**src/sv/json_string_unescape_utf8_macros.svh**
```systemverilog
// Assertion helpers, included by json_string_unescape_utf8.sv.
`ifndef JSON_STRING_UNESCAPE_UTF8_MACROS_SVH
`define JSON_STRING_UNESCAPE_UTF8_MACROS_SVH

// Same-cycle implication, clocked on clock, disabled in reset.
`define JSU_ASSERT_IMP(label, ante, cons, msg) \
   label: assert property (@(posedge clock) disable iff (reset) (ante) |-> (cons)) \
      else $error(msg);

// Next-cycle implication, clocked on clock, disabled in reset.
`define JSU_ASSERT_NXT(label, ante, cons, msg) \
   label: assert property (@(posedge clock) disable iff (reset) (ante) |=> (cons)) \
      else $error(msg);

`endif

```
**src/sv/jsu_pkg.sv**
```systemverilog
package jsu_pkg;

   typedef enum logic [5:0] {
      PH_IDLE = 6'b000001,
      PH_BODY = 6'b000010,
      PH_ESC  = 6'b000100,
      PH_HEX  = 6'b001000,
      PH_LOW  = 6'b010000,
      PH_CONT = 6'b100000
   } phase_type;

   localparam logic [1:0] ST_OK  = 2'd0;
   localparam logic [1:0] ST_SYN = 2'd1;
   localparam logic [1:0] ST_INV = 2'd2;

   localparam logic [7:0] CH_QUOTE = 8'h22;
   localparam logic [7:0] CH_BSL   = 8'h5c;
   localparam logic [7:0] CH_SLASH = 8'h2f;
   localparam logic [7:0] CH_B     = 8'h62;
   localparam logic [7:0] CH_F     = 8'h66;
   localparam logic [7:0] CH_N     = 8'h6e;
   localparam logic [7:0] CH_R     = 8'h72;
   localparam logic [7:0] CH_T     = 8'h74;
   localparam logic [7:0] CH_U     = 8'h75;
   localparam logic [7:0] CH_SPACE = 8'h20;

   localparam logic [20:0] HI_SURR_MIN = 21'h00d800;
   localparam logic [20:0] HI_SURR_MAX = 21'h00dbff;
   localparam logic [20:0] LO_SURR_MIN = 21'h00dc00;
   localparam logic [20:0] LO_SURR_MAX = 21'h00dfff;
   localparam logic [20:0] SUPP_BASE   = 21'h010000;
   localparam logic [20:0] CODE_MAX    = 21'h10ffff;

   // One queue entry: everything a single input byte produced.
   typedef struct packed {
      logic [3:0][7:0] bytes;
      logic [1:0]      last_idx;
      logic            has_bytes;
      logic            done;
      logic [1:0]      status;
   } run_type;

   typedef struct packed {
      logic full;
      logic empty;
   } fifo_stat_type;

   typedef struct packed {
      logic [3:0][7:0] bytes;
      logic [1:0]      last_idx;
   } utf8_enc_type;

   function automatic logic hex_ok(input logic [7:0] c);
      hex_ok = (c >= 8'h30 && c <= 8'h39) || (c >= 8'h61 && c <= 8'h66) ||
               (c >= 8'h41 && c <= 8'h46);
   endfunction

   function automatic logic [3:0] hex_val(input logic [7:0] c);
      logic [7:0] t;
      t = 8'h00;
      if (c >= 8'h30 && c <= 8'h39) t = c - 8'h30;
      else if (c >= 8'h61 && c <= 8'h66) t = c - 8'h57;
      else if (c >= 8'h41 && c <= 8'h46) t = c - 8'h37;
      hex_val = t[3:0];
   endfunction

   function automatic utf8_enc_type utf8_encode(input logic [20:0] s);
      utf8_enc_type e;
      e = '0;
      if (s <= 21'h7f) begin
         e.bytes[0] = s[7:0];
         e.last_idx = 2'd0;
      end else if (s <= 21'h7ff) begin
         e.bytes[0] = {3'b110, s[10:6]};
         e.bytes[1] = {2'b10, s[5:0]};
         e.last_idx = 2'd1;
      end else if (s <= 21'hffff) begin
         e.bytes[0] = {4'b1110, s[15:12]};
         e.bytes[1] = {2'b10, s[11:6]};
         e.bytes[2] = {2'b10, s[5:0]};
         e.last_idx = 2'd2;
      end else begin
         e.bytes[0] = {5'b11110, s[20:18]};
         e.bytes[1] = {2'b10, s[17:12]};
         e.bytes[2] = {2'b10, s[11:6]};
         e.bytes[3] = {2'b10, s[5:0]};
         e.last_idx = 2'd3;
      end
      utf8_encode = e;
   endfunction

endpackage

```
**src/sv/jsu_req_if.sv**
```systemverilog
interface jsu_req_if;
   logic       valid;
   logic       ready;
   logic [7:0] data_byte;
   logic       end_of_input;

   modport source (output valid, data_byte, end_of_input, input ready);
   modport sink   (input valid, data_byte, end_of_input, output ready);
endinterface

```
**src/sv/jsu_rsp_if.sv**
```systemverilog
interface jsu_rsp_if;
   logic       valid;
   logic       ready;
   logic [7:0] out_byte;
   logic       byte_valid;
   logic       last_of_run;
   logic       string_done;
   logic [1:0] status;

   modport source (output valid, out_byte, byte_valid, last_of_run, string_done, status,
                   input ready);
   modport sink   (input valid, out_byte, byte_valid, last_of_run, string_done, status,
                   output ready);
endinterface

```
**src/sv/jsu_front.sv**
```systemverilog
module jsu_front (
   input  logic               clock,
   input  logic               reset,
   jsu_req_if.sink            req_ch,
   input  logic               queue_full,
   output logic               push_valid,
   output jsu_pkg::run_type   push_data
);
   import jsu_pkg::*;

   phase_type   phase_ff, phase_in;
   logic [20:0] acc_ff, acc_in;
   logic [9:0]  hs_ff, hs_in;
   logic [2:0]  dl_ff, dl_in;
   logic [1:0]  mc_ff, mc_in;
   logic [1:0]  he_ff, he_in;

   logic         accept;
   logic         done;
   logic [1:0]   st;
   logic         emit;
   utf8_enc_type enc;
   logic [2:0]   dl_t;
   logic [2:0]   k;
   logic [20:0]  mn;
   logic [7:0]   b;
   logic         eoi;

   assign req_ch.ready = !queue_full;
   assign accept       = req_ch.valid && !queue_full;
   assign b            = req_ch.data_byte;
   assign eoi          = req_ch.end_of_input;

   always_comb begin
      phase_in = phase_ff;
      acc_in   = acc_ff;
      hs_in    = hs_ff;
      dl_in    = dl_ff;
      mc_in    = mc_ff;
      he_in    = he_ff;
      done     = 1'b0;
      st       = ST_OK;
      emit     = 1'b0;
      enc      = '0;
      dl_t     = dl_ff;
      k        = 3'd0;
      mn       = SUPP_BASE;
      case (phase_ff)
         PH_BODY: begin
            if (b == CH_QUOTE) begin
               done = 1'b1;
            end else if (b < CH_SPACE) begin
               done = 1'b1;
               st   = ST_SYN;
            end else if (b == CH_BSL) begin
               phase_in = PH_ESC;
               if (eoi) begin
                  done = 1'b1;
                  st   = ST_SYN;
               end
            end else if (b < 8'h80) begin
               emit         = 1'b1;
               enc.bytes[0] = b;
               if (eoi) begin
                  done = 1'b1;
                  st   = ST_SYN;
               end
            end else if (b inside {[8'hc2:8'hdf]}) begin
               acc_in   = {16'd0, b[4:0]};
               dl_in    = 3'd1;
               mc_in    = 2'd1;
               phase_in = PH_CONT;
            end else if (b inside {[8'he0:8'hef]}) begin
               acc_in   = {17'd0, b[3:0]};
               dl_in    = 3'd2;
               mc_in    = 2'd2;
               phase_in = PH_CONT;
            end else if (b inside {[8'hf0:8'hf4]}) begin
               acc_in   = {18'd0, b[2:0]};
               dl_in    = 3'd3;
               mc_in    = 2'd3;
               phase_in = PH_CONT;
            end else begin
               done = 1'b1;
               st   = ST_INV;
            end
            if (!done && phase_in == PH_CONT && eoi) begin
               done = 1'b1;
               st   = ST_INV;
            end
         end
         PH_ESC: begin
            phase_in = PH_BODY;
            case (b)
               CH_QUOTE, CH_BSL, CH_SLASH: begin
                  emit = 1'b1;
                  enc.bytes[0] = b;
               end
               CH_B: begin
                  emit = 1'b1;
                  enc.bytes[0] = 8'h08;
               end
               CH_F: begin
                  emit = 1'b1;
                  enc.bytes[0] = 8'h0c;
               end
               CH_N: begin
                  emit = 1'b1;
                  enc.bytes[0] = 8'h0a;
               end
               CH_R: begin
                  emit = 1'b1;
                  enc.bytes[0] = 8'h0d;
               end
               CH_T: begin
                  emit = 1'b1;
                  enc.bytes[0] = 8'h09;
               end
               CH_U: begin
                  phase_in = PH_HEX;
                  acc_in   = '0;
                  dl_in    = 3'd4;
               end
               default: begin
                  done = 1'b1;
                  st   = ST_SYN;
               end
            endcase
            if (!done && eoi) begin
               done = 1'b1;
               st   = ST_SYN;
            end
         end
         PH_HEX: begin
            if (!hex_ok(b)) begin
               done = 1'b1;
               st   = ST_SYN;
            end else begin
               acc_in = {5'd0, acc_ff[11:0], hex_val(b)};
               dl_in  = dl_ff - 3'd1;
               if (dl_in != 3'd0) begin
                  if (eoi) begin
                     done = 1'b1;
                     st   = ST_SYN;
                  end
               end else if (acc_in >= HI_SURR_MIN && acc_in <= HI_SURR_MAX) begin
                  hs_in    = acc_in[9:0];
                  acc_in   = '0;
                  dl_in    = 3'd6;
                  he_in    = ST_OK;
                  phase_in = PH_LOW;
                  if (eoi) begin
                     done = 1'b1;
                     st   = ST_INV;
                  end
               end else if (acc_in >= LO_SURR_MIN && acc_in <= LO_SURR_MAX) begin
                  done = 1'b1;
                  st   = ST_INV;
               end else begin
                  emit     = 1'b1;
                  enc      = utf8_encode(acc_in);
                  phase_in = PH_BODY;
                  if (eoi) begin
                     done = 1'b1;
                     st   = ST_SYN;
                  end
               end
            end
         end
         PH_LOW: begin
            dl_t = (dl_ff == 3'd0 || dl_ff > 3'd6) ? 3'd6 : dl_ff;
            k    = 3'd6 - dl_t;
            if (he_ff == ST_OK) begin
               if (k == 3'd0) begin
                  if (b != CH_BSL) he_in = ST_INV;
               end else if (k == 3'd1) begin
                  if (b != CH_U) he_in = ST_INV;
               end else if (!hex_ok(b)) begin
                  he_in = ST_SYN;
               end else begin
                  acc_in = {5'd0, acc_ff[11:0], hex_val(b)};
               end
            end
            dl_in = dl_t - 3'd1;
            if (dl_in != 3'd0) begin
               if (eoi) begin
                  done = 1'b1;
                  st   = ST_INV;
               end
            end else begin
               if (he_in == ST_OK && (acc_in < LO_SURR_MIN || acc_in > LO_SURR_MAX))
                  he_in = ST_INV;
               if (he_in != ST_OK) begin
                  done = 1'b1;
                  st   = he_in;
               end else begin
                  emit     = 1'b1;
                  enc      = utf8_encode(SUPP_BASE + {1'b0, hs_ff, acc_in[9:0]});
                  phase_in = PH_BODY;
                  if (eoi) begin
                     done = 1'b1;
                     st   = ST_SYN;
                  end
               end
            end
         end
         PH_CONT: begin
            if (b[7:6] != 2'b10) begin
               done = 1'b1;
               st   = ST_INV;
            end else begin
               acc_in = {acc_ff[14:0], b[5:0]};
               dl_in  = dl_ff - 3'd1;
               if (dl_in != 3'd0 && dl_in < 3'd4) begin
                  if (eoi) begin
                     done = 1'b1;
                     st   = ST_INV;
                  end
               end else begin
                  mn = (mc_ff == 2'd1) ? 21'h80 : (mc_ff == 2'd2) ? 21'h800 : SUPP_BASE;
                  if (acc_in < mn || acc_in > CODE_MAX ||
                      (acc_in >= HI_SURR_MIN && acc_in <= LO_SURR_MAX)) begin
                     done = 1'b1;
                     st   = ST_INV;
                  end else begin
                     emit     = 1'b1;
                     enc      = utf8_encode(acc_in);
                     phase_in = PH_BODY;
                     if (eoi) begin
                        done = 1'b1;
                        st   = ST_SYN;
                     end
                  end
               end
            end
         end
         default: begin
            // idle, and any code that should never appear
            if (b == CH_QUOTE) begin
               acc_in   = '0;
               hs_in    = '0;
               dl_in    = '0;
               mc_in    = '0;
               he_in    = ST_OK;
               phase_in = PH_BODY;
               if (eoi) begin
                  done = 1'b1;
                  st   = ST_SYN;
               end
            end else begin
               done = 1'b1;
               st   = ST_SYN;
            end
         end
      endcase
      if (done) begin
         phase_in = PH_IDLE;
         acc_in   = '0;
         hs_in    = '0;
         dl_in    = '0;
         mc_in    = '0;
         he_in    = ST_OK;
      end
   end

   always_ff @(posedge clock) begin
      if (reset) begin
         phase_ff <= PH_IDLE;
         acc_ff   <= '0;
         hs_ff    <= '0;
         dl_ff    <= '0;
         mc_ff    <= '0;
         he_ff    <= ST_OK;
      end else if (accept) begin
         phase_ff <= phase_in;
         acc_ff   <= acc_in;
         hs_ff    <= hs_in;
         dl_ff    <= dl_in;
         mc_ff    <= mc_in;
         he_ff    <= he_in;
      end
   end

   assign push_valid          = accept && (emit || done);
   assign push_data.bytes     = enc.bytes;
   assign push_data.last_idx  = emit ? enc.last_idx : 2'd0;
   assign push_data.has_bytes = emit;
   assign push_data.done      = done;
   assign push_data.status    = st;

endmodule

```
**src/sv/jsu_fifo.sv**
```systemverilog
module jsu_fifo #(
   parameter int DEPTH = 4
) (
   input  logic                    clock,
   input  logic                    reset,
   input  logic                    push_valid,
   input  jsu_pkg::run_type        push_data,
   input  logic                    pop,
   output jsu_pkg::run_type        head,
   output jsu_pkg::fifo_stat_type  stat
);
   import jsu_pkg::*;

   localparam int AW = (DEPTH > 1) ? $clog2(DEPTH) : 1;
   localparam int CW = $clog2(DEPTH + 1);
   localparam logic [AW-1:0] PTR_LAST = AW'(DEPTH - 1);
   localparam logic [CW-1:0] CNT_FULL = CW'(DEPTH);

   run_type       mem_ff [DEPTH];
   logic [AW-1:0] wr_ptr_ff, wr_ptr_in;
   logic [AW-1:0] rd_ptr_ff, rd_ptr_in;
   logic [CW-1:0] count_ff, count_in;
   logic          do_push;
   logic          do_pop;

   assign stat.full  = (count_ff == CNT_FULL);
   assign stat.empty = (count_ff == '0);
   assign do_push    = push_valid && !stat.full;
   assign do_pop     = pop && !stat.empty;
   assign head       = mem_ff[rd_ptr_ff];

   always_comb begin
      wr_ptr_in = wr_ptr_ff;
      rd_ptr_in = rd_ptr_ff;
      count_in  = count_ff;
      if (do_push) wr_ptr_in = (wr_ptr_ff == PTR_LAST) ? '0 : wr_ptr_ff + 1'b1;
      if (do_pop)  rd_ptr_in = (rd_ptr_ff == PTR_LAST) ? '0 : rd_ptr_ff + 1'b1;
      if (do_push && !do_pop) count_in = count_ff + 1'b1;
      else if (do_pop && !do_push) count_in = count_ff - 1'b1;
   end

   always_ff @(posedge clock) begin
      if (reset) begin
         wr_ptr_ff <= '0;
         rd_ptr_ff <= '0;
         count_ff  <= '0;
      end else begin
         wr_ptr_ff <= wr_ptr_in;
         rd_ptr_ff <= rd_ptr_in;
         count_ff  <= count_in;
      end
   end

   always_ff @(posedge clock) begin
      if (do_push) mem_ff[wr_ptr_ff] <= push_data;
   end

endmodule

```
**src/sv/jsu_back.sv**
```systemverilog
module jsu_back (
   input  logic                    clock,
   input  logic                    reset,
   input  jsu_pkg::run_type        head,
   input  jsu_pkg::fifo_stat_type  stat,
   output logic                    pop,
   jsu_rsp_if.source               rsp_ch
);
   import jsu_pkg::*;

   logic [1:0] idx_ff, idx_in;
   logic       last;
   logic       xfer;

   assign last = (idx_ff == head.last_idx);
   assign xfer = rsp_ch.valid && rsp_ch.ready;
   assign pop  = xfer && last;

   assign rsp_ch.valid       = !stat.empty;
   assign rsp_ch.out_byte    = head.has_bytes ? head.bytes[idx_ff] : 8'h00;
   assign rsp_ch.byte_valid  = head.has_bytes;
   assign rsp_ch.last_of_run = last;
   assign rsp_ch.string_done = last && head.done;
   assign rsp_ch.status      = (last && head.done) ? head.status : ST_OK;

   always_comb begin
      idx_in = idx_ff;
      if (xfer) idx_in = last ? 2'd0 : idx_ff + 2'd1;
   end

   always_ff @(posedge clock) begin
      if (reset) begin
         idx_ff <= 2'd0;
      end else begin
         idx_ff <= idx_in;
      end
   end

endmodule

```
**src/sv/json_string_unescape_utf8.sv**
```systemverilog
// JSON string unescaper with UTF-8 validation.
// req_ch takes one raw byte of a JSON string token per transfer, starting at the
// opening quote, with end_of_input flagging the last byte available.
// rsp_ch gives the decoded UTF-8 bytes, one per transfer. Each input byte yields
// zero to four result transfers; last_of_run marks the final one, and
// string_done/status mark the close (ok) or the first error (syntax, invalid UTF-8).
// A done report with no byte is a single transfer with byte_valid low.
// Each input byte's run is queued as the byte transfers and offered after the runs ahead of it.
// Throughput: one input byte per cycle; one output byte per cycle, set by the
// serializer that walks each queued run. The decoder never produces more bytes
// than it has consumed over a run, so the run queue (QUEUE_DEPTH entries) keeps
// input flowing at one byte per cycle while the receiver takes every transfer.
// When the receiver stalls, runs collect in the queue; once it is full req_ch.ready
// drops, and rises again the cycle after the receiver takes the head run's final byte.
// Reset (synchronous, active high) puts the decoder back to waiting for a quote
// and empties the queue; no clearing pass is needed.
`include "json_string_unescape_utf8_macros.svh"

module json_string_unescape_utf8 #(
   parameter int QUEUE_DEPTH = 5
) (
   input  logic       clock,
   input  logic       reset,
   jsu_req_if.sink    req_ch,
   jsu_rsp_if.source  rsp_ch
);
   import jsu_pkg::*;

   logic          push_valid;
   run_type       push_data;
   run_type       head;
   fifo_stat_type stat;
   logic          pop;

   // front: decode state machine, one byte per cycle while the queue is not full, at most one run record per byte
   jsu_front u_front (
      .clock      (clock),
      .reset      (reset),
      .req_ch     (req_ch),
      .queue_full (stat.full),
      .push_valid (push_valid),
      .push_data  (push_data)
   );

   // run queue between decoder and serializer
   jsu_fifo #(
      .DEPTH (QUEUE_DEPTH)
   ) u_fifo (
      .clock      (clock),
      .reset      (reset),
      .push_valid (push_valid),
      .push_data  (push_data),
      .pop        (pop),
      .head       (head),
      .stat       (stat)
   );

   // back: walks each run out a byte at a time
   jsu_back u_back (
      .clock  (clock),
      .reset  (reset),
      .head   (head),
      .stat   (stat),
      .pop    (pop),
      .rsp_ch (rsp_ch)
   );

   // decoder must never push into a full queue
   `JSU_ASSERT_IMP(a_no_push_full, push_valid, !stat.full, "push into full run queue")
   // a done report always sits on the last transfer of its run
   `JSU_ASSERT_IMP(a_done_last, rsp_ch.valid && rsp_ch.string_done, rsp_ch.last_of_run,
      "string_done off the last transfer")
   // nonzero status only comes with a done report
   `JSU_ASSERT_IMP(a_status_done, rsp_ch.valid && !rsp_ch.string_done,
      rsp_ch.status == ST_OK, "status without string_done")
   // a transfer without a byte is a bare done report
   `JSU_ASSERT_IMP(a_empty_is_done, rsp_ch.valid && !rsp_ch.byte_valid,
      rsp_ch.string_done && rsp_ch.out_byte == 8'h00, "empty transfer not a done report")

endmodule

```
**src/flat_wrapper.sv**
```systemverilog
// flat-port wrapper written by rule: the top's interface ports become plain ports
module json_string_unescape_utf8_flat import jsu_pkg::*;
#(
   parameter int QUEUE_DEPTH = 5
)
  (clock, reset, req_ch_valid, req_ch_data_byte, req_ch_end_of_input, req_ch_ready, rsp_ch_valid, rsp_ch_out_byte, rsp_ch_byte_valid, rsp_ch_last_of_run, rsp_ch_string_done, rsp_ch_status, rsp_ch_ready);
  jsu_req_if req_ch_i ();
  jsu_rsp_if rsp_ch_i ();
  input  logic clock;
  input  logic reset;
  input wire logic [$bits(req_ch_i.valid)-1:0] req_ch_valid;
  input wire logic [$bits(req_ch_i.data_byte)-1:0] req_ch_data_byte;
  input wire logic [$bits(req_ch_i.end_of_input)-1:0] req_ch_end_of_input;
  output wire logic [$bits(req_ch_i.ready)-1:0] req_ch_ready;
  output wire logic [$bits(rsp_ch_i.valid)-1:0] rsp_ch_valid;
  output wire logic [$bits(rsp_ch_i.out_byte)-1:0] rsp_ch_out_byte;
  output wire logic [$bits(rsp_ch_i.byte_valid)-1:0] rsp_ch_byte_valid;
  output wire logic [$bits(rsp_ch_i.last_of_run)-1:0] rsp_ch_last_of_run;
  output wire logic [$bits(rsp_ch_i.string_done)-1:0] rsp_ch_string_done;
  output wire logic [$bits(rsp_ch_i.status)-1:0] rsp_ch_status;
  input wire logic [$bits(rsp_ch_i.ready)-1:0] rsp_ch_ready;
  assign req_ch_i.valid = req_ch_valid;
  assign req_ch_i.data_byte = req_ch_data_byte;
  assign req_ch_i.end_of_input = req_ch_end_of_input;
  assign req_ch_ready = req_ch_i.ready;
  assign rsp_ch_valid = rsp_ch_i.valid;
  assign rsp_ch_out_byte = rsp_ch_i.out_byte;
  assign rsp_ch_byte_valid = rsp_ch_i.byte_valid;
  assign rsp_ch_last_of_run = rsp_ch_i.last_of_run;
  assign rsp_ch_string_done = rsp_ch_i.string_done;
  assign rsp_ch_status = rsp_ch_i.status;
  assign rsp_ch_i.ready = rsp_ch_ready;
  json_string_unescape_utf8 #(.QUEUE_DEPTH(QUEUE_DEPTH)) u_core (.clock(clock), .reset(reset), .req_ch(req_ch_i), .rsp_ch(rsp_ch_i));
endmodule
```
**config.mk**
```make
export PLATFORM = sky130hd
export DESIGN_NAME = json_string_unescape_utf8_flat
export DESIGN_NICKNAME = d
export VERILOG_FILES = /design/src/sv/jsu_pkg.sv /design/src/sv/jsu_req_if.sv /design/src/sv/jsu_rsp_if.sv /design/src/sv/jsu_front.sv /design/src/sv/jsu_fifo.sv /design/src/sv/jsu_back.sv /design/src/sv/json_string_unescape_utf8.sv /design/src/flat_wrapper.sv
export VERILOG_INCLUDE_DIRS = /design/src /design/src/sv
export SDC_FILE = /design/constraint.sdc
export NUM_CORES = 1
export LEC_CHECK = 0
export BUFFER_PORTS_ARGS = -buffer_cell sky130_fd_sc_hd__buf_2
export CAP_MARGIN = 20
export CELL_PAD_IN_SITES_DETAIL_PLACEMENT = 2
export CELL_PAD_IN_SITES_GLOBAL_PLACEMENT = 2
export CORE_MARGIN = 3
export CORE_UTILIZATION = 35
export DETAILED_ROUTE_END_ITERATION = 10
export HOLD_SLACK_MARGIN = 0.03
export PLACE_DENSITY = 0.67
export SETUP_SLACK_MARGIN = 0.3
export SYNTH_ARGS = -nofsm -noshare
export SYNTH_HDL_FRONTEND = slang
export SYNTH_HIERARCHICAL = 1
export SYNTH_SLANG_ARGS = --single-unit
```
**constraint.sdc**
```tcl
create_clock -name clock -period 20.3 [get_ports clock]
set_input_delay 3.045 -clock clock [delete_from_list [all_inputs] [get_ports clock]]
set_output_delay 3.045 -clock clock [all_outputs]
set_load 0.02 [all_outputs]
```
**Yosys cells after proc, flatten, opt, wreduce, memory -nomap -nowiden**

Memories as Yosys holds them, arrays and structs flattened. A register that Yosys moved wholly into a read port is not among the register bits.
Cells that the tools add are included.

- Flip-flop bits (word level): 55
- Memory bits (writable): 190
- Input port bits: 13
- Memories kept: 1
- Output and inout port bits: 15

- $lt $le $gt $ge: 35
- Reduce and logical (&&, ||, !) cells: 61
- Equal/unequal tests: 45
- Add/subtract/negate cells: 12
- Mux-type cells: 205

Memory list:

| memory | words | bits a word | read ports | clocked after memory_dff | wr ports | RTL line | text |
|---|---|---|---|---|---|---|---|
| u_core.u_fifo.mem_ff | 5 | 38 | 1 | 1 | 1 | jsu_fifo.sv:19 | `run_type mem_ff [DEPTH];` |

Operators with widths:

| kind | count |
|---|---|
| $mux 21 | 17 |
| $mux 34 | 9 |
| $mux 24 | 5 |
| $mux 6 | 19 |
| $pmux 21 s5 | 1 |
| $mux 2 | 47 |
| $mux 10 | 8 |
| $mux 16 | 5 |
| $mux 8 | 9 |
| $pmux 24 s3 | 1 |
| $le 21x16->1 const B | 3 |
| $mux 3 | 21 |
| $eq 8x7->1 const B | 7 |
| $pmux 8 s6 | 1 |
| $le 21x11->1 const B | 2 |
| $le 21x7->1 const B | 2 |
| $mux 1 | 41 |
| $pmux 8 s5 | 1 |
| $mux 18 | 2 |
| $ne 3x3->1 const B | 12 |
| $mux 17 | 2 |
| $ge 16x16->1 const B | 2 |
| $le 16x16->1 const B | 2 |
| $pmux 6 s5 | 1 |
| other kinds (67) | 138 |

**Depth between registers and ports, before layout**

Gate-level depths: netlist of the first run.

- Word-level depth: 27
- Depth in mapped cells: 23
- Gate-level depth less buffers: 23

**Cells and area by module**

Netlist of the first run, hierarchy kept.

By module, submodules not included:

| module | times used | cells each | seq. area each (µm²) | area an instance (µm²) |
|---|---|---|---|---|
| jsu_fifo | 1 | 340 | 5,945.7 | 7,657.3 |
| jsu_front | 1 | 746 | 880.8 | 5,501.5 |
| jsu_back | 1 | 38 | 40.0 | 412.9 |

**Least setup slack after synthesis of the first run**

No wires, ideal clock.

- Path type: input to register
- Start: input port req_ch_data_byte[1]
- End: memory u_core/u_fifo/mem_ff[0][0] (netlist name), enable pin
- Arrival: 9.036 ns
- Slack: 10.736 ns
- Stages on the path: 13
- Cell sequence: clkbuf_1 -> inv_1 -> ha_1 -> nor3b_1 -> nor3_2 -> o211ai_2 -> a2111oi_4 -> o221ai_2 -> nor3_4 -> inv_2 -> o21a_1 -> nand2_1 -> nor4_1

- Word-level cells in the longest chain between the ends: 25
- Elaborated cells on any way between the ends: 134
- Classes of those cells: add/sub: 3; order compare: 24; eq/ne: 12; mux: 68; reduce/logical: 27

RTL lines:

| item | RTL line | text |
|---|---|---|
| start, declared | flat_wrapper.sv:12 | `input wire logic [$bits(req_ch_i.data_byte)-1:0] req_ch_data_byte;` |
| $ge 8x7->1 / $le 8x7->1 (equally long branches) | jsu_pkg.sv:55, jsu_pkg.sv:63 |  |
| $logic_and 1x1->1 | jsu_pkg.sv:55, jsu_pkg.sv:63 |  |
| $mux 4 | jsu_pkg.sv:63 | `else if (c >= 8'h41 && c <= 8'h46) t = c - 8'h37;` |
| $mux 4 | jsu_pkg.sv:62 | `else if (c >= 8'h61 && c <= 8'h66) t = c - 8'h57;` |
| $mux 4 | jsu_pkg.sv:61 | `if (c >= 8'h30 && c <= 8'h39) t = c - 8'h30;` |
| $mux 21 | jsu_front.sv:178 | `end else if (!hex_ok(b)) begin` |
| $mux 21 | jsu_front.sv:176 | `end else if (k == 3'd1) begin` |
| $mux 21 | jsu_front.sv:174 | `if (k == 3'd0) begin` |
| [11 not listed] | -- |  |
| $pmux 1 s5 (*) | jsu_front.sv:48 | `case (phase_ff)` |
| via u_core.u_front.done | jsu_front.sv:19 | `logic done;` |
| $logic_or 1x1->1 (*) | jsu_front.sv:284 | `assign push_valid = accept && (emit \|\| done);` |
| $logic_and 1x1->1 (*) | jsu_front.sv:284 |  |
| via u_core.push_valid | json_string_unescape_utf8.sv:29 | `logic push_valid;` |
| $logic_and 1x1->1 (*) | jsu_fifo.sv:28 | `assign do_push = push_valid && !stat.full;` |
| $mux 1 (*) | jsu_fifo.sv:55 | `if (do_push) mem_ff[wr_ptr_ff] <= push_data;` |
| $mux 1 (not written as such) (*) | jsu_fifo.sv:55 |  |
| end, declared | jsu_fifo.sv:19 |  |

Mark *: on every way through the listed nets, which the timed path passes. The rest lies on a longest branch. The select of a mux whose other input is x is not followed.

==> run_results.csv, run 1 <==
group,metric,value,unit
finish,syn2layout_area_growth,11.4,%
clocking,cts-root-buf,"clkbuf_16",
clocking,clk_pin_slew,0.06,ns
routing,ant_nets,0,
critical_path,path_cells,"buf_2 -> inv_1 -> ha_1 -> nand2_1 -> nor3_1 -> nor2_1 -> a31oi_1 -> o221ai_2 -> nor3_4 -> inv_2 -> o21a_1 -> nand2_1 -> inv_1 -> ha_1 -> inv_1 -> fa_1 -> xor2_1 -> or3_1 -> a21oi_1",
timing,slew_violations,0,
routing,num_vias,10100,
clocking,cts_tree,"built",
clocking,htree_levels,1,
routing,wl,45.6,mm
floorplan,die_x,203,microns
pwr,p_comb_share,16.0,%
yosys,netlist_area,13600,sq um
yosys,ys_ff_latch,248,
routing,dr.pass1.iters,6,
timing,tightest_slew,1.08,ns
floorplan,die_h,203,microns
yosys,async_reset_ff_share,0,%
global_routing,grt.overflow.total,0,
finish,layout-drive-gt1-share,20.6,%
clocking,postCtsSetupRepairBufs,0,
finish,n_antenna_cell,0,
clocking,cts_resized,0,
finish,final_nets,1166,
timing,grt_setup_unrepaired,"false",
yosys,syn_inst,1124,
finish,fin_cells,1659,
yosys,synth.yosys.seq_area_share,50.6,%
floorplan,dieArea,41200,sq um
hold_path,hold_class,"register to register",
status,outcome,"finished, final reports clean",
run,maxCapViolations,0,
critical_path,crit_type,"primary input to register",
timing,max_freq,0.137,GHz
clocking,cts_sinks,248,
routing,drt-vias-per-instance,6.06,
yosys,synth.most_common_cell,"edfxtp_1",
yosys,synth_warnings,6,
yosys,synth_edf_count,190,
timing,hold_viol,0,
placement,place_congestion,0.900,
timing,fin_crit_sh,35.9,%
timing,fin_crit,7.29,ns
pwr,p_leak,5.00,nW
floorplan,io_pins,28,
placement,dpl.cell_count,1605,
routing,drc,0,
critical_path,crit_path_frequent_cell,"inv_1",
critical_path,endpoint_kind,"register",
global_routing,antenna_found_initial,1,
finish,n_fill_cell,3921,
clocking,insertion_delay,0.55,ns
critical_path,worstPathArrival,7.77,ns
pwr,internal_power,0.999,mW
routing,drtIter0Drc,838,
yosys,synth_top_area_share,42.0,%
yosys,yosysTopAreaCell,"edfxtp_1",
pwr,seqPwrFrac,44.7,%
pwr,vdd_drop_max,0.0782,mV
clocking,cts_buffers,28,
global_routing,grt_max_degree,39,
critical_path,critPathTopFamily,"simple AND/OR/NAND/NOR gates",
pwr,pwr_density_cell,89.3,nW/um^2
critical_path,crit_path_start_kind,"primary input",
clocking,cts_hold_buf,0,
timing,slew_headroom,27.8,%
timing,tns,0,ns
global_routing,grtUsageTotal,22.1,%
critical_path,slowest_stage,"nor3_1",
yosys,synth_top_flop_cell,"edfxtp_1",
pwr,p_sw,0.351,mW
timing,setup_violations,0,
critical_path,required,20.78,ns
global_routing,grt_pass1_vias,10900,
clocking,clockBufferDepth,3,
yosys,syn_avg_cell_area,12.1,sq um
placement,dp_slack,12.52,ns
global_routing,grt_pass1_wl,70.1,mm
floorplan,start_util,35.8,%
timing,worst_slack,13.01,ns
critical_path,slowest_delay,0.77,ns
critical_path,path_max_fanout,13,
yosys,ys_types,105,
critical_path,path_buf_inv,5,
yosys,synth_area_leaders,"edfxtp_1 42%, dfxtp_1 8.6%, mux4_2 7.3%",
floorplan,rows,71,
pwr,switching_share,26.0,%
placement,port-buffer-count,27,
floorplan,core-area,37900,sq um
yosys,synth_common_cells,"190 x edfxtp_1, 87 x nor2_1, 61 x nand2_1, 58 x dfxtp_1, 54 x o21ai_0",
timing,clock_skew,0.0126,ns
routing,wl_per_cell,27.5,microns
pwr,pwr-share-clk,39.3,%
placement,hpwl,31.4,mm
metal layers:
| metal | vias up | global-route usage, % | part of all wire (%) |
|---|---|---|---|
| li1 | 4443 | - | - |
| met1 | 5217 | 29.3 | 43 |
| met2 | 290 | 37.7 | 49 |
| met3 | 106 | 3.13 | 4.4 |
| met4 | 0 | 7.03 | 3.2 |
| met5 | - | 0 | 0 |
power groups by stage:
stage | clock network (mW) | logic (mW) | registers (mW)
2_1_floorplan | 0 | 0.163 | 0.605
3_3_place_gp | 0 | 0.210 | 0.610
3_5_place_dp | 0 | 0.219 | 0.614
4_1_cts | 0.547 | 0.221 | 0.605
5_1_grt | 0.567 | 0.237 | 0.608
6_report | 0.531 | 0.216 | 0.603
placed cells by master, fill, tap and decap left out, types with 30 or more instances in the layout:
| cell | count |
|---|---|
| edfxtp_1 | 190 |
| nor2_1 | 87 |
| nand2_1 | 61 |
| dfxtp_1 | 55 |
| o21ai_0 | 54 |
| mux4_2 | 44 |
| inv_1 | 44 |
| mux2_2 | 43 |
| a21oi_1 | 41 |
| nand3_1 | 30 |
per-stage QoR:
step	utilization (%)	instance area (sq um)	total power, mW	hold WS [ns]
6_report	39.9	15100	1.35	0.463
3_5_place_dp	37.2	14100	0.833	0.450
2_1_floorplan	-	13600	0.768	0.433
3_3_place_gp	37.2	14100	0.820	0.441
5_1_grt	39.9	15100	1.41	0.500
4_1_cts	39.7	15100	1.37	0.465
kinds of logic (layout without fill, tap and decap cells):
| family | after synthesis | in the layout | share of synthesized area, % |
|---|---|---|---|
| compound gates | 288 | 288 | 16.7 |
| xor+xnor | 8 | 8 | 0.516 |
| fa+ha+maj | 25 | 25 | 2.36 |
| buf+inv | 121 | 143 | 4.24 |
| flops | 248 | 248 | 50.6 |
| mux | 101 | 101 | 12.2 |
| other cells | 1 | 3 | 0.0276 |
| simple gates | 332 | 332 | 13.4 |
final timing paths:
kind                                  start                   endpoint  depth (start not counted)  slack (ns)
setup / recovery        req_ch_data_byte[1]  u_core/u_fifo/count_ff[2]                         19       13.01
hold reg to reg   u_core/u_front/acc_ff[19]  u_core/u_front/acc_ff[19]                          1        0.46
setup reg to reg    u_core/u_front/dl_ff[0]  u_core/u_fifo/count_ff[2]                         22       14.58
hold / removal    u_core/u_front/acc_ff[19]  u_core/u_front/acc_ff[19]                          1        0.46
sequential cells by signal (all words and copies together) (netlist names), 3 cells and up, named ones only:
register                 count
u_core/u_fifo/mem_ff       190
u_core/u_front/acc_ff       21
u_core/u_front/hs_ff        10
u_core/u_front/phase_ff      6
u_core/u_fifo/count_ff       3
u_core/u_fifo/rd_ptr_ff      3
u_core/u_fifo/wr_ptr_ff      3
u_core/u_front/dl_ff         3
area by class of cell:
type	count	area [sq um]	area share, %
Timing Repair Buffer	48	313	2.07
Sequential cell	248	6870	45.4
Inverter	45	169	1.12
Tap cell	511	639	4.23
Multi-Input combinational cell	757	6160	40.8
Clock buffer	32	737	4.87
Clock inverter	18	229	1.51
worst register-to-register path, stage by stage (launching register included):
cell and delay [ns]:
dfxtp_1 0.39, inv_1 0.13, ha_1 0.26, nor2b_1 0.16
a31oi_1 0.18, and2_1 0.19, ha_1 0.17, or3_1 0.13
a31oi_2 0.26, or4_1 0.76, a2111oi_4 0.41, o221ai_2 0.26
nor3_4 0.39, inv_2 0.19, o21a_1 0.30, nand2_1 0.23
inv_1 0.13, ha_1 0.25, inv_1 0.09, fa_1 0.18
xor2_1 0.10, or3_1 0.35, a21oi_1 0.16
(Power assumes the default switching activity.)
==> run 2, diff against run 1 <==
--- a/config.mk
+++ b/config.mk
@@ -6,6 +6,7 @@
 export SDC_FILE = /design/constraint.sdc
 export NUM_CORES = 1
 export LEC_CHECK = 0
+export ABC_AREA = 1
 export BUFFER_PORTS_ARGS = -buffer_cell sky130_fd_sc_hd__buf_2
 export CAP_MARGIN = 20
 export CELL_PAD_IN_SITES_DETAIL_PLACEMENT = 2
@@ -14,7 +15,7 @@
 export CORE_UTILIZATION = 35
 export DETAILED_ROUTE_END_ITERATION = 10
 export HOLD_SLACK_MARGIN = 0.03
-export PLACE_DENSITY = 0.67
+export PLACE_DENSITY = 0.78
 export SETUP_SLACK_MARGIN = 0.3
 export SYNTH_ARGS = -nofsm -noshare
 export SYNTH_HDL_FRONTEND = slang
==> constraint.sdc (replaced) <==
create_clock -name clock -period 6.7 [get_ports clock]
set_input_delay 1.005 -clock clock [delete_from_list [all_inputs] [get_ports clock]]
set_output_delay 1.005 -clock clock [all_outputs]
set_load 0.02 [all_outputs]
==> run 2 against run 1 <==
Cell count up 51%; clock power rose to 3.2 times the previous value; combinational power rose to 5.0 times the previous value; die area up 10%; clock skew up 0.010 ns; global-route usage up 3.2 points; critical path depth up 15; sequential power rose to 3.1 times the previous value; design area up 9.4%; flip-flop and latch count unchanged.
==> run_results.csv, run 2 <==
group,metric,value,unit
placement,place_congestion,0.967,
finish,n_fill_cell,4876,
finish,multiInputGateArea,6720,sq um
hold_path,hold_class,"register to register",
yosys,synth_common_cells,"560 x nand2_1, 251 x nor2_1, 230 x inv_1, 190 x edfxtp_1, 113 x nand3_1",
timing,fin_crit,5.53,ns
placement,dp_slack,0.777,ns
finish,largest_register_ffs,190,
yosys,synth_top_flop_cell,"edfxtp_1",
timing,slew_violations,0,
run,maxCapViolations,0,
clocking,cts_buffers,29,
critical_path,worstPathArrival,6.03,ns
yosys,synth.yosys.seq_area_share,45.7,%
placement,dpl_cell_area,15500,sq um
placement,hpwl,40.9,mm
routing,dr.pass1.iters,5,
global_routing,grt.overflow.total,0,
pwr,pwr_density_cell,278,nW/um^2
critical_path,path_max_fanout,31,
routing,ant_nets,0,
yosys,netlist_area,15000,sq um
finish,syn2layout_area_growth,10.2,%
timing,setup_violations,0,
pwr,p_leak,6.95,nW
global_routing,grt_pass1_vias,15100,
finish,regMostFlops,"u_core/u_fifo/mem_ff",
timing,tns,0,ns
timing,slew_headroom,31.9,%
finish,final_common_cell,"nand2_1",
routing,drtIter0Drc,842,
pwr,vdd_drop_max,0.229,mV
routing,drc,0,
floorplan,start_util,35.6,%
routing,wl_per_cell,22.9,microns
finish,final_area,16500,sq um
critical_path,crit_path_start_kind,"register",
global_routing,grtUsageTotal,25.3,%
global_routing,grt_pass1_wl,88.7,mm
status,outcome,"finished, final reports clean",
timing,hold_viol,0,
global_routing,antenna_found_initial,1,
placement,port-buffer-count,27,
finish,largest_registers,"u_core/u_fifo/mem_ff x190, u_core/u_front/acc_ff x21, u_core/u_front/hs_ff x10",
finish,final_nets,1983,
clocking,clk_pin_slew,0.06,ns
clocking,cts_tree,"built",
clocking,clockBufferDepth,3,
clocking,cts-root-buf,"clkbuf_16",
critical_path,crit_type,"register to register",
routing,drt-vias-per-instance,5.45,
floorplan,die_x,213,microns
timing,fin_crit_sh,82.6,%
yosys,syn_inst,1946,
finish,final_cell_mix,"560 x nand2_1, 250 x nor2_1, 230 x inv_1",
critical_path,required,7.19,ns
finish,seq_area,6870,sq um
yosys,syn_avg_cell_area,7.71,sq um
timing,tightest_slew,1.02,ns
yosys,async_reset_ff_share,0,%
clocking,htree_levels,1,
routing,wl,57.4,mm
floorplan,die_h,213,microns
finish,n_antenna_cell,0,
critical_path,slowest_stage,"fa_1",
pwr,p_total,4.61,mW
yosys,yosysTopAreaCell,"edfxtp_1",
yosys,synth_top_area_share,38.0,%
floorplan,io_pins,28,
yosys,ys_ff_latch,248,
timing,worst_slack,1.17,ns
timing,clock_skew,0.0231,ns
timing,worst_hold_slack,0.479,ns
clocking,cts_hold_buf,0,
yosys,synth_area_leaders,"edfxtp_1 38%, nand2_1 14%, dfxtp_1 7.7%",
clocking,cts_resized,0,
yosys,ys_types,65,
timing,max_freq,0.181,GHz
yosys,synth.most_common_cell,"nand2_1",
global_routing,grt_max_degree,49,
routing,num_vias,13700,
critical_path,slowest_delay,0.38,ns
yosys,synth_edf_count,190,
yosys,synth_warnings,6,
clocking,insertion_delay,0.59,ns
timing,grt_setup_unrepaired,"false",
floorplan,dieArea,45400,sq um
floorplan,core-area,42100,sq um
finish,layout-drive-gt1-share,11.7,%
clocking,postCtsSetupRepairBufs,0,
clocking,cts_sinks,248,
floorplan,rows,75,
critical_path,endpoint_kind,"register",
-- run 2: critical path, delay by kind of cell (launching register included) --
family / cells / cell delay (ns)
fa+ha+maj: 4 / 0.97
flops: 1 / 0.33
buf+inv: 7 / 0.81
compound gates: 2 / 0.33
simple gates: 21 / 3.02
-- run 2: final timing paths --
check,start,to,slack (ns),depth (start not counted)
max,u_core/u_front/dl_ff[0],u_core/u_fifo/count_ff[2],1.17,34
min,u_core/u_front/acc_ff[15],u_core/u_front/acc_ff[15],0.48,2
max reg2reg,u_core/u_front/dl_ff[0],u_core/u_fifo/count_ff[2],1.17,34
min reg2reg,u_core/u_front/acc_ff[15],u_core/u_front/acc_ff[15],0.48,2
-- run 2: routing by layer --
layer | wire length [microns] | vias to the layer above | track usage, %
met5 | 11 | - | 0
met4 | 2140 | 2 | 8.63
met3 | 2430 | 123 | 3.60
met2 | 28800 | 321 | 46.1
met1 | 24000 | 6880 | 30.6
li1 | - | 6344 | -
-- run 2: final cells by class --
class	instances	area share [%]
Inverter	257	5.89
Multi-Input combinational cell	1360	40.6
Clock inverter	24	1.67
Sequential cell	248	41.5
Clock buffer	29	4.39
Tap cell	539	4.08
Timing Repair Buffer	49	1.82
-- run 2: cells by family after synthesis --
| family | share of synthesized area (%) |
|---|---|
| AND/OR/NAND/NOR | 31.0 |
| buffers and inverters | 9.81 |
| adder cells (fa/ha/maj) | 2.13 |
| AO/OA/AOI/OAI | 10.9 |
| XOR/XNOR | 0.467 |
| flip-flops | 45.7 |
| other | 0.0250 |
-- run 2: where the power goes --
part / internal [mW] / switching [mW] / leakage (nW) / total, mW
Combinational: 0.283 / 0.792 / 4.11 / 1.07
Sequential: 1.77 / 0.0764 / 2.35 / 1.85
Clock: 1.02 / 0.669 / 0.494 / 1.69
Total: 3.07 / 1.54 / 6.95 / 4.61
-- run 2: metrics by stage --
stage	std cells	utilization, %
detailed placement	2453	36.9
floorplan	1948	-
global route	2506	39.3
global placement	2453	36.9
finish	2506	39.3
CTS	2506	39.2
